`src/sv/sha256_md_pkg.sv`:
```
// types, constants and round functions for the sha-256 digest block
// no dependencies
package sha256_md_pkg;

  localparam int unsigned NumWords     = 8;
  localparam int unsigned NumSchedule  = 16;
  localparam logic [2:0]  LastWordIdx  = 3'd7;
  localparam logic [5:0]  LastRound    = 6'd63;
  localparam logic [5:0]  LastByte     = 6'd63;
  localparam logic [5:0]  LengthStart  = 6'd56;
  localparam logic [7:0]  PadMarker    = 8'h80;

  typedef logic [31:0] word_t;

  localparam word_t InitHash [NumWords] = '{
    32'h6a09e667, 32'hbb67ae85, 32'h3c6ef372, 32'ha54ff53a,
    32'h510e527f, 32'h9b05688c, 32'h1f83d9ab, 32'h5be0cd19
  };

  localparam word_t RoundK [64] = '{
    32'h428a2f98, 32'h71374491, 32'hb5c0fbcf, 32'he9b5dba5, 32'h3956c25b, 32'h59f111f1,
    32'h923f82a4, 32'hab1c5ed5, 32'hd807aa98, 32'h12835b01, 32'h243185be, 32'h550c7dc3,
    32'h72be5d74, 32'h80deb1fe, 32'h9bdc06a7, 32'hc19bf174, 32'he49b69c1, 32'hefbe4786,
    32'h0fc19dc6, 32'h240ca1cc, 32'h2de92c6f, 32'h4a7484aa, 32'h5cb0a9dc, 32'h76f988da,
    32'h983e5152, 32'ha831c66d, 32'hb00327c8, 32'hbf597fc7, 32'hc6e00bf3, 32'hd5a79147,
    32'h06ca6351, 32'h14292967, 32'h27b70a85, 32'h2e1b2138, 32'h4d2c6dfc, 32'h53380d13,
    32'h650a7354, 32'h766a0abb, 32'h81c2c92e, 32'h92722c85, 32'ha2bfe8a1, 32'ha81a664b,
    32'hc24b8b70, 32'hc76c51a3, 32'hd192e819, 32'hd6990624, 32'hf40e3585, 32'h106aa070,
    32'h19a4c116, 32'h1e376c08, 32'h2748774c, 32'h34b0bcb5, 32'h391c0cb3, 32'h4ed8aa4a,
    32'h5b9cca4f, 32'h682e6ff3, 32'h748f82ee, 32'h78a5636f, 32'h84c87814, 32'h8cc70208,
    32'h90befffa, 32'ha4506ceb, 32'hbef9a3f7, 32'hc67178f2
  };

  function automatic word_t big_sigma0(word_t x);
    return {x[1:0], x[31:2]} ^ {x[12:0], x[31:13]} ^ {x[21:0], x[31:22]};
  endfunction

  function automatic word_t big_sigma1(word_t x);
    return {x[5:0], x[31:6]} ^ {x[10:0], x[31:11]} ^ {x[24:0], x[31:25]};
  endfunction

  function automatic word_t small_sigma0(word_t x);
    return {x[6:0], x[31:7]} ^ {x[17:0], x[31:18]} ^ {3'b000, x[31:3]};
  endfunction

  function automatic word_t small_sigma1(word_t x);
    return {x[16:0], x[31:17]} ^ {x[18:0], x[31:19]} ^ {10'b0, x[31:10]};
  endfunction

endpackage

```
`src/sv/sha256_message_digest.sv`:
```
// sha-256 digest over a byte stream, one shared round unit
// depends on sha256_md_pkg
// An input item carrying a byte is taken while the block is idle; bytes shift into a
// 16-word block register that also serves as the message schedule window. The item
// that completes a 64-byte block holds the input stalled through 64 rounds on the
// single round unit and then the chain update. An end-of-message item then shifts
// the padding and length in one byte per cycle up to the block end, runs one
// compression, or two when fewer than 9 bytes remain in the block, and finally emits
// the eight digest words, word 0 first, one per cycle unless stalled. No input is
// taken until the last word leaves; the block is then set back to the initial hash
// for the next message.
module sha256_message_digest
  import sha256_md_pkg::*;
(
  input  logic        clk_i,
  input  logic        rst_ni,
  input  logic        in_valid_i,
  output logic        in_stall_o,
  input  logic [7:0]  data_byte_i,
  input  logic        has_byte_i,
  input  logic        end_of_message_i,
  output logic        out_valid_o,
  input  logic        out_stall_i,
  output logic [31:0] digest_word_o,
  output logic [2:0]  word_index_o,
  output logic        last_word_o
);

  typedef enum logic [2:0] {
    ST_IDLE,
    ST_ROUND,
    ST_FINAL,
    ST_PAD,
    ST_OUT
  } state_e;

  state_e      state_q, state_d;
  logic [5:0]  fill_q, fill_d;
  logic [5:0]  round_q, round_d;
  logic [63:0] len_q, len_d;
  logic        pad_q, pad_d;
  logic        first_q, first_d;
  logic        final_q, final_d;
  logic        out_valid_q, out_valid_d;
  logic [2:0]  out_idx_q, out_idx_d;
  word_t       chain_q [NumWords];
  word_t       chain_d [NumWords];
  word_t       v_q [NumWords];
  word_t       v_d [NumWords];
  word_t       w_q [NumSchedule];
  word_t       w_d [NumSchedule];

  word_t       t1, t2, w_new;
  logic [7:0]  pad_byte;
  logic        shift_en;
  logic [7:0]  shift_byte;

  // round unit
  always_comb begin
    t1 = v_q[7] + big_sigma1(v_q[4]) + ((v_q[4] & v_q[5]) ^ (~v_q[4] & v_q[6]))
       + RoundK[round_q] + w_q[0];
    t2 = big_sigma0(v_q[0]) + ((v_q[0] & v_q[1]) ^ (v_q[0] & v_q[2]) ^ (v_q[1] & v_q[2]));
    w_new = w_q[0] + small_sigma0(w_q[1]) + w_q[9] + small_sigma1(w_q[14]);
  end

  // padding byte: marker first, length bytes at the tail of the final block
  always_comb begin
    if (first_q) begin
      pad_byte = PadMarker;
    end else if (final_q && (fill_q >= LengthStart)) begin
      pad_byte = len_q[63:56];
    end else begin
      pad_byte = 8'h00;
    end
  end

  always_comb begin
    state_d     = state_q;
    fill_d      = fill_q;
    round_d     = round_q;
    len_d       = len_q;
    pad_d       = pad_q;
    first_d     = first_q;
    final_d     = final_q;
    out_valid_d = out_valid_q;
    out_idx_d   = out_idx_q;
    chain_d     = chain_q;
    v_d         = v_q;
    w_d         = w_q;
    shift_en    = 1'b0;
    shift_byte  = data_byte_i;

    unique case (state_q)
      ST_IDLE: begin
        if (in_valid_i) begin
          if (has_byte_i) begin
            shift_en = 1'b1;
            len_d    = len_q + 64'd8;
            fill_d   = fill_q + 6'd1;
          end
          if (end_of_message_i) begin
            pad_d   = 1'b1;
            first_d = 1'b1;
          end
          if (has_byte_i && (fill_q == LastByte)) begin
            v_d     = chain_q;
            round_d = '0;
            state_d = ST_ROUND;
          end else if (end_of_message_i) begin
            state_d = ST_PAD;
          end
        end
      end
      ST_PAD: begin
        shift_en   = 1'b1;
        shift_byte = pad_byte;
        fill_d     = fill_q + 6'd1;
        if (first_q) begin
          first_d = 1'b0;
          final_d = (fill_q < LengthStart);
        end else if (final_q && (fill_q >= LengthStart)) begin
          len_d = {len_q[55:0], 8'h00};
        end
        if (fill_q == LastByte) begin
          v_d     = chain_q;
          round_d = '0;
          state_d = ST_ROUND;
        end
      end
      ST_ROUND: begin
        v_d[7] = v_q[6];
        v_d[6] = v_q[5];
        v_d[5] = v_q[4];
        v_d[4] = v_q[3] + t1;
        v_d[3] = v_q[2];
        v_d[2] = v_q[1];
        v_d[1] = v_q[0];
        v_d[0] = t1 + t2;
        for (int i = 0; i < NumSchedule - 1; i++) begin
          w_d[i] = w_q[i + 1];
        end
        w_d[NumSchedule - 1] = w_new;
        round_d = round_q + 6'd1;
        if (round_q == LastRound) begin
          state_d = ST_FINAL;
        end
      end
      ST_FINAL: begin
        for (int i = 0; i < NumWords; i++) begin
          chain_d[i] = chain_q[i] + v_q[i];
        end
        if (!pad_q) begin
          state_d = ST_IDLE;
        end else if (final_q) begin
          out_valid_d = 1'b1;
          out_idx_d   = '0;
          state_d     = ST_OUT;
        end else begin
          // marker did not leave room for the length: one more block
          final_d = 1'b1;
          state_d = ST_PAD;
        end
      end
      ST_OUT: begin
        if (!out_stall_i) begin
          if (out_idx_q == LastWordIdx) begin
            out_valid_d = 1'b0;
            chain_d     = InitHash;
            len_d       = '0;
            fill_d      = '0;
            pad_d       = 1'b0;
            first_d     = 1'b0;
            final_d     = 1'b0;
            state_d     = ST_IDLE;
          end else begin
            out_idx_d = out_idx_q + 3'd1;
          end
        end
      end
      default: begin
        state_d = ST_IDLE;
      end
    endcase

    // byte shift into the block register, first byte ends up in word 0 msb
    if (shift_en) begin
      for (int i = 0; i < NumSchedule - 1; i++) begin
        w_d[i] = {w_q[i][23:0], w_q[i + 1][31:24]};
      end
      w_d[NumSchedule - 1] = {w_q[NumSchedule - 1][23:0], shift_byte};
    end
  end

  always_ff @(posedge clk_i or negedge rst_ni) begin
    if (!rst_ni) begin
      state_q     <= ST_IDLE;
      fill_q      <= '0;
      round_q     <= '0;
      len_q       <= '0;
      pad_q       <= 1'b0;
      first_q     <= 1'b0;
      final_q     <= 1'b0;
      out_valid_q <= 1'b0;
      out_idx_q   <= '0;
      chain_q     <= InitHash;
    end else begin
      state_q     <= state_d;
      fill_q      <= fill_d;
      round_q     <= round_d;
      len_q       <= len_d;
      pad_q       <= pad_d;
      first_q     <= first_d;
      final_q     <= final_d;
      out_valid_q <= out_valid_d;
      out_idx_q   <= out_idx_d;
      chain_q     <= chain_d;
    end
  end

  always_ff @(posedge clk_i) begin
    v_q <= v_d;
    w_q <= w_d;
  end

  assign in_stall_o    = (state_q != ST_IDLE);
  assign out_valid_o   = out_valid_q;
  assign digest_word_o = chain_q[out_idx_q];
  assign word_index_o  = out_idx_q;
  assign last_word_o   = (out_idx_q == LastWordIdx);

endmodule

```
`config.mk`:
```
export PLATFORM = sky130hd
export DESIGN_NAME = sha256_message_digest
export DESIGN_NICKNAME = d
export VERILOG_FILES = /design/src/sv/sha256_md_pkg.sv /design/src/sv/sha256_message_digest.sv
export SDC_FILE = /design/constraint.sdc
export NUM_CORES = 2
export LEC_CHECK = 0
export BUFFER_PORTS_ARGS = -buffer_cell sky130_fd_sc_hd__buf_2
export CAP_MARGIN = 30
export CORE_MARGIN = 2
export CORE_UTILIZATION = 40
export CTS_BUF_LIST = sky130_fd_sc_hd__clkbuf_4 sky130_fd_sc_hd__clkbuf_8
export DETAILED_ROUTE_END_ITERATION = 8
export GPL_ROUTABILITY_DRIVEN = 0
export PLACE_DENSITY = 0.57
export SYNTH_ARGS = -nofsm -noshare
export SYNTH_HDL_FRONTEND = slang
export SYNTH_SLANG_ARGS = --single-unit
export TNS_END_PERCENT = 10
```
`constraint.sdc`:
```
create_clock -name clk_i -period 51.1 [get_ports clk_i]
set_input_delay 12.775 -clock clk_i [delete_from_list [all_inputs] [get_ports clk_i]]
set_output_delay 12.775 -clock clk_i [all_outputs]
set_load 0.02 [all_outputs]
```
==> flow_results.xml <==
<?xml version="1.0" encoding="UTF-8"?>
<metrics>
  <group name="run_status">
    <metric name="run_status" unit="">finished with violations</metric>
    <metric name="violations" unit="">max-slew violations</metric>
  </group>
  <group name="synthesis">
    <metric name="synthArstFlopShare" unit="%">30.6</metric>
    <metric name="yosys.area.top_type_share" unit="%">30.0</metric>
    <metric name="synth_top_flop_cell" unit="">sky130_fd_sc_hd__edfxtp_1</metric>
    <metric name="yosysWarningCount" unit="">0</metric>
    <metric name="synth_edf_count" unit="">768</metric>
    <metric name="synth_top_cell_by_area" unit="">sky130_fd_sc_hd__edfxtp_1</metric>
    <metric name="postSynthCellCount" unit="">8579</metric>
    <metric name="netlist_top_cells_count" unit="">sky130_fd_sc_hd__nand2_1, sky130_fd_sc_hd__edfxtp_1, sky130_fd_sc_hd__o21ai_0</metric>
    <metric name="synth-seq-cells" unit="">1107</metric>
    <metric name="ys_top_cells_by_area" unit="">sky130_fd_sc_hd__edfxtp_1, sky130_fd_sc_hd__nand2_1, sky130_fd_sc_hd__dfrtp_1</metric>
    <metric name="yosysUniqueCellTypes" unit="">90</metric>
    <metric name="syn_area_per_cell" unit="µm²">8.96</metric>
    <metric name="seq_area_frac_synth" unit="%">41.2</metric>
    <metric name="syn_area" unit="µm²">76900</metric>
    <metric name="most_frequent_cell_after_synthesis" unit="">sky130_fd_sc_hd__nand2_1</metric>
    <metric name="net_count_after_synthesis" unit="">9190</metric>
  </group>
  <group name="timing">
    <metric name="layout_min_cycle_time" unit="ps">16660</metric>
    <metric name="ratio_of_final_minimum_period_to_clock_period" unit="%">32.6</metric>
    <metric name="worst-slew-pin-transition" unit="ps">1520</metric>
    <metric name="timing.max_slew.rel_slack" unit="%">-1.18</metric>
    <metric name="max_clk_rate" unit="GHz">0.0600</metric>
    <metric name="hold_viol" unit="">0</metric>
    <metric name="maxSlewViolCount" unit="">19</metric>
    <metric name="rsz_0062_raised_after_global_routing" unit="">false</metric>
    <metric name="setup_total_negative_slack" unit="ps">0</metric>
    <metric name="timing.hold.ws" unit="ps">501</metric>
    <metric name="finalClockSkew" unit="ps">62.3</metric>
    <metric name="finalSetupViolCount" unit="">0</metric>
  </group>
  <group name="grt">
    <metric name="grt_overflow" unit="">0</metric>
    <metric name="initial_antenna_violation_count" unit="">9</metric>
    <metric name="wire_length_of_the_first_global_routing_pass" unit="mm">368</metric>
    <metric name="first_global_vias" unit="">59000</metric>
    <metric name="maximum_number_of_pins_on_one_net_before_global_route_repair" unit="">246</metric>
    <metric name="grt_usage" unit="%">24.2</metric>
  </group>
  <group name="route">
    <metric name="violation_count_after_the_first_detailed_route_iteration" unit="">7030</metric>
    <metric name="drt-pass1-iter-count" unit="">6</metric>
    <metric name="detail_route.drc_violations" unit="">0</metric>
    <metric name="post_route_antenna_net_violation_count" unit="">0</metric>
    <metric name="drt-wirelength-per-cell" unit="µm">21.8</metric>
    <metric name="wl" unit="mm">242</metric>
    <metric name="post_drt_via_cell_ratio" unit="">5.62</metric>
    <metric name="vias" unit="">62600</metric>
  </group>
  <group name="clock_network">
    <metric name="clk_buf_depth" unit="">3</metric>
    <metric name="clock_latency" unit="ps">990</metric>
    <metric name="cts_resized" unit="">0</metric>
    <metric name="hold_buffers" unit="">0</metric>
    <metric name="cts_made_buffers" unit="">196</metric>
    <metric name="cts_tree" unit="">done</metric>
    <metric name="cts_sinks" unit="">1107</metric>
    <metric name="htreeDepth" unit="">4</metric>
    <metric name="path_clk_slew" unit="ps">60</metric>
    <metric name="post_cts.repair.setup_buffers" unit="">0</metric>
    <metric name="cts_root_buffer" unit="">sky130_fd_sc_hd__clkbuf_8</metric>
  </group>
  <group name="final_layout">
    <metric name="final_util" unit="%">43.8</metric>
    <metric name="layout-drive-gt1-share" unit="%">9.37</metric>
    <metric name="nets" unit="">9058</metric>
    <metric name="fin_cells" unit="">11100</metric>
    <metric name="area.growth.synth_to_final" unit="%">8.68</metric>
  </group>
  <group name="critical_path">
    <metric name="critPathTopFamily" unit="">multiplexers</metric>
    <metric name="critPathLaunch" unit="">word_index_o[0]</metric>
    <metric name="critPathRequiredTime" unit="ps">38330</metric>
    <metric name="end_kind" unit="">output port</metric>
    <metric name="critPathKind" unit="">flip-flop to output port</metric>
    <metric name="crit-reg2reg-launch" unit="">round_q[1]</metric>
    <metric name="critPathMaxStageDelay" unit="ps">870</metric>
    <metric name="cp_num_buf_inv" unit="">2</metric>
    <metric name="crit_arrival" unit="ps">3880</metric>
    <metric name="critical_path_launch_point_type" unit="">flip-flop</metric>
    <metric name="cp_cell_instances" unit="">buf_4 &gt; mux4_2 &gt; mux2_2 &gt; buf_2</metric>
    <metric name="crit_path_max_fanout" unit="">36</metric>
    <metric name="crit_path_top_delay_cell" unit="">sky130_fd_sc_hd__dfrtp_4</metric>
  </group>
  <group name="run">
    <metric name="maxCapViolations" unit="">0</metric>
  </group>
  <group name="placed_design">
    <metric name="detailedPlacementHpwl" unit="mm">174</metric>
    <metric name="portBuffers" unit="">51</metric>
    <metric name="dp.cells" unit="">10800</metric>
  </group>
  <group name="floorplanning">
    <metric name="num_io_pins" unit="">52</metric>
    <metric name="die_height" unit="µm">442</metric>
    <metric name="rows" unit="">160</metric>
    <metric name="start_util" unit="%">40.3</metric>
    <metric name="design.die.area" unit="µm²">196000</metric>
    <metric name="die-width" unit="µm">442</metric>
    <metric name="core_region_area" unit="µm²">191000</metric>
  </group>
  <group name="hold_path">
    <metric name="min_path_type" unit="">flip-flop to flip-flop</metric>
    <metric name="hold_path_startpoint" unit="">chain_q[95]</metric>
  </group>
</metrics>
==> area by class of cell <==
type                       instances  area, µm²
timing repair buffer             140       1100
antenna                            3       7.51
clock inverter                    70        533
multi-input combinational       6473      41500
inverter                         529       1990
tap                             2511       3140
clock buffer                     295       3560
fill                           18600     107000
sequential                      1107      31700
==> through the flow <==
stage | worst slack, ps | area [µm²]
after floorplan | 15520 | 76900
after global placement | 33920 | 79200
after detailed placement | 34480 | 79400
after CTS | 34250 | 83500
after global routing | 34190 | 83600
final | 34440 | 83600
==> cells by family (layout without fill, tap and decap cells) <==
logic type / count (synthesis) / in the layout / share of synthesized area (%)
AO/OA/AOI/OAI: 1927 / 1927 / 15.2
XOR/XNOR: 574 / 574 / 6.56
adder cells (fa/ha/maj): 600 / 600 / 11.7
buffers and inverters: 999 / 1034 / 4.88
flip-flops: 1107 / 1107 / 41.2
multiplexers: 143 / 143 / 3.09
other: 0 / 3 / 0
AND/OR/NAND/NOR: 3229 / 3229 / 17.3
==> final timing paths <==
| path | cells after the start | slack (ps) | end |
|---|---|---|---|
| setup / recovery | 4 | 34440 | digest_word_o[12] |
| hold / removal | 2 | 500 | chain_q[95] |
| setup reg to reg | 31 | 41310 | v_q[255] |
| hold reg to reg | 2 | 500 | chain_q[95] |
| max in group asynchronous | 4 | 36530 | chain_q[52] |
| min in group asynchronous | 1 | 11770 | chain_q[244] |
==> per-layer routing <==
metal	global-route usage, %	share of wire [%]
met4	7.83	3.2
met2	35.6	43
met5	0	0.0087
met1	36.0	46
met3	4.06	8.1
==> cells in the final DEF (no fill, tap or decap), types with 34 or more instances in the layout <==
cell / instances
sky130_fd_sc_hd__buf_2: 54
sky130_fd_sc_hd__o31ai_1: 36
sky130_fd_sc_hd__xnor2_1: 313
sky130_fd_sc_hd__a31oi_1: 69
sky130_fd_sc_hd__nand3_1: 90
sky130_fd_sc_hd__nor3_1: 95
sky130_fd_sc_hd__dfstp_2: 136
sky130_fd_sc_hd__edfxtp_1: 768
sky130_fd_sc_hd__clkbuf_4: 80
sky130_fd_sc_hd__a21oi_1: 510
sky130_fd_sc_hd__dfrtp_1: 198
sky130_fd_sc_hd__nor2b_1: 52
sky130_fd_sc_hd__nand2b_1: 65
sky130_fd_sc_hd__and3_1: 56
sky130_fd_sc_hd__mux4_2: 69
sky130_fd_sc_hd__nor2_1: 389
sky130_fd_sc_hd__o21bai_1: 37
sky130_fd_sc_hd__buf_4: 74
sky130_fd_sc_hd__a21o_1: 200
sky130_fd_sc_hd__inv_1: 524
sky130_fd_sc_hd__a22oi_1: 36
sky130_fd_sc_hd__o21a_1: 54
sky130_fd_sc_hd__a211oi_1: 37
sky130_fd_sc_hd__o21ai_0: 663
sky130_fd_sc_hd__nand2_1: 2312
sky130_fd_sc_hd__clkbuf_8: 215
sky130_fd_sc_hd__mux2_2: 64
sky130_fd_sc_hd__o211ai_1: 34
sky130_fd_sc_hd__xor2_1: 260
sky130_fd_sc_hd__ha_1: 400
sky130_fd_sc_hd__fa_1: 197
==> state kept, by name, indices dropped and copies added, names as in the netlist <==
signal,cells
chain_q,256
state_q,3
first_q,1
round_q,6
fill_q,6
out_valid_o,1
final_q,1
len_q,61
w_q,512
v_q,256
word_index_o,3
pad_q,1
==> worst reg2reg max path: cells and delay by family (launching register included) <==
family,cells,cell delay (ps)
AO/OA/AOI/OAI,12,3360
XOR/XNOR,2,420
adder cells (fa/ha/maj),5,2670
buffers and inverters,5,1190
flip-flops,1,320
AND/OR/NAND/NOR,7,1560
Power is left out: the tool's default activity adds up to more than one toggle a clock period on the data nets, which glitch-free logic cannot reach.
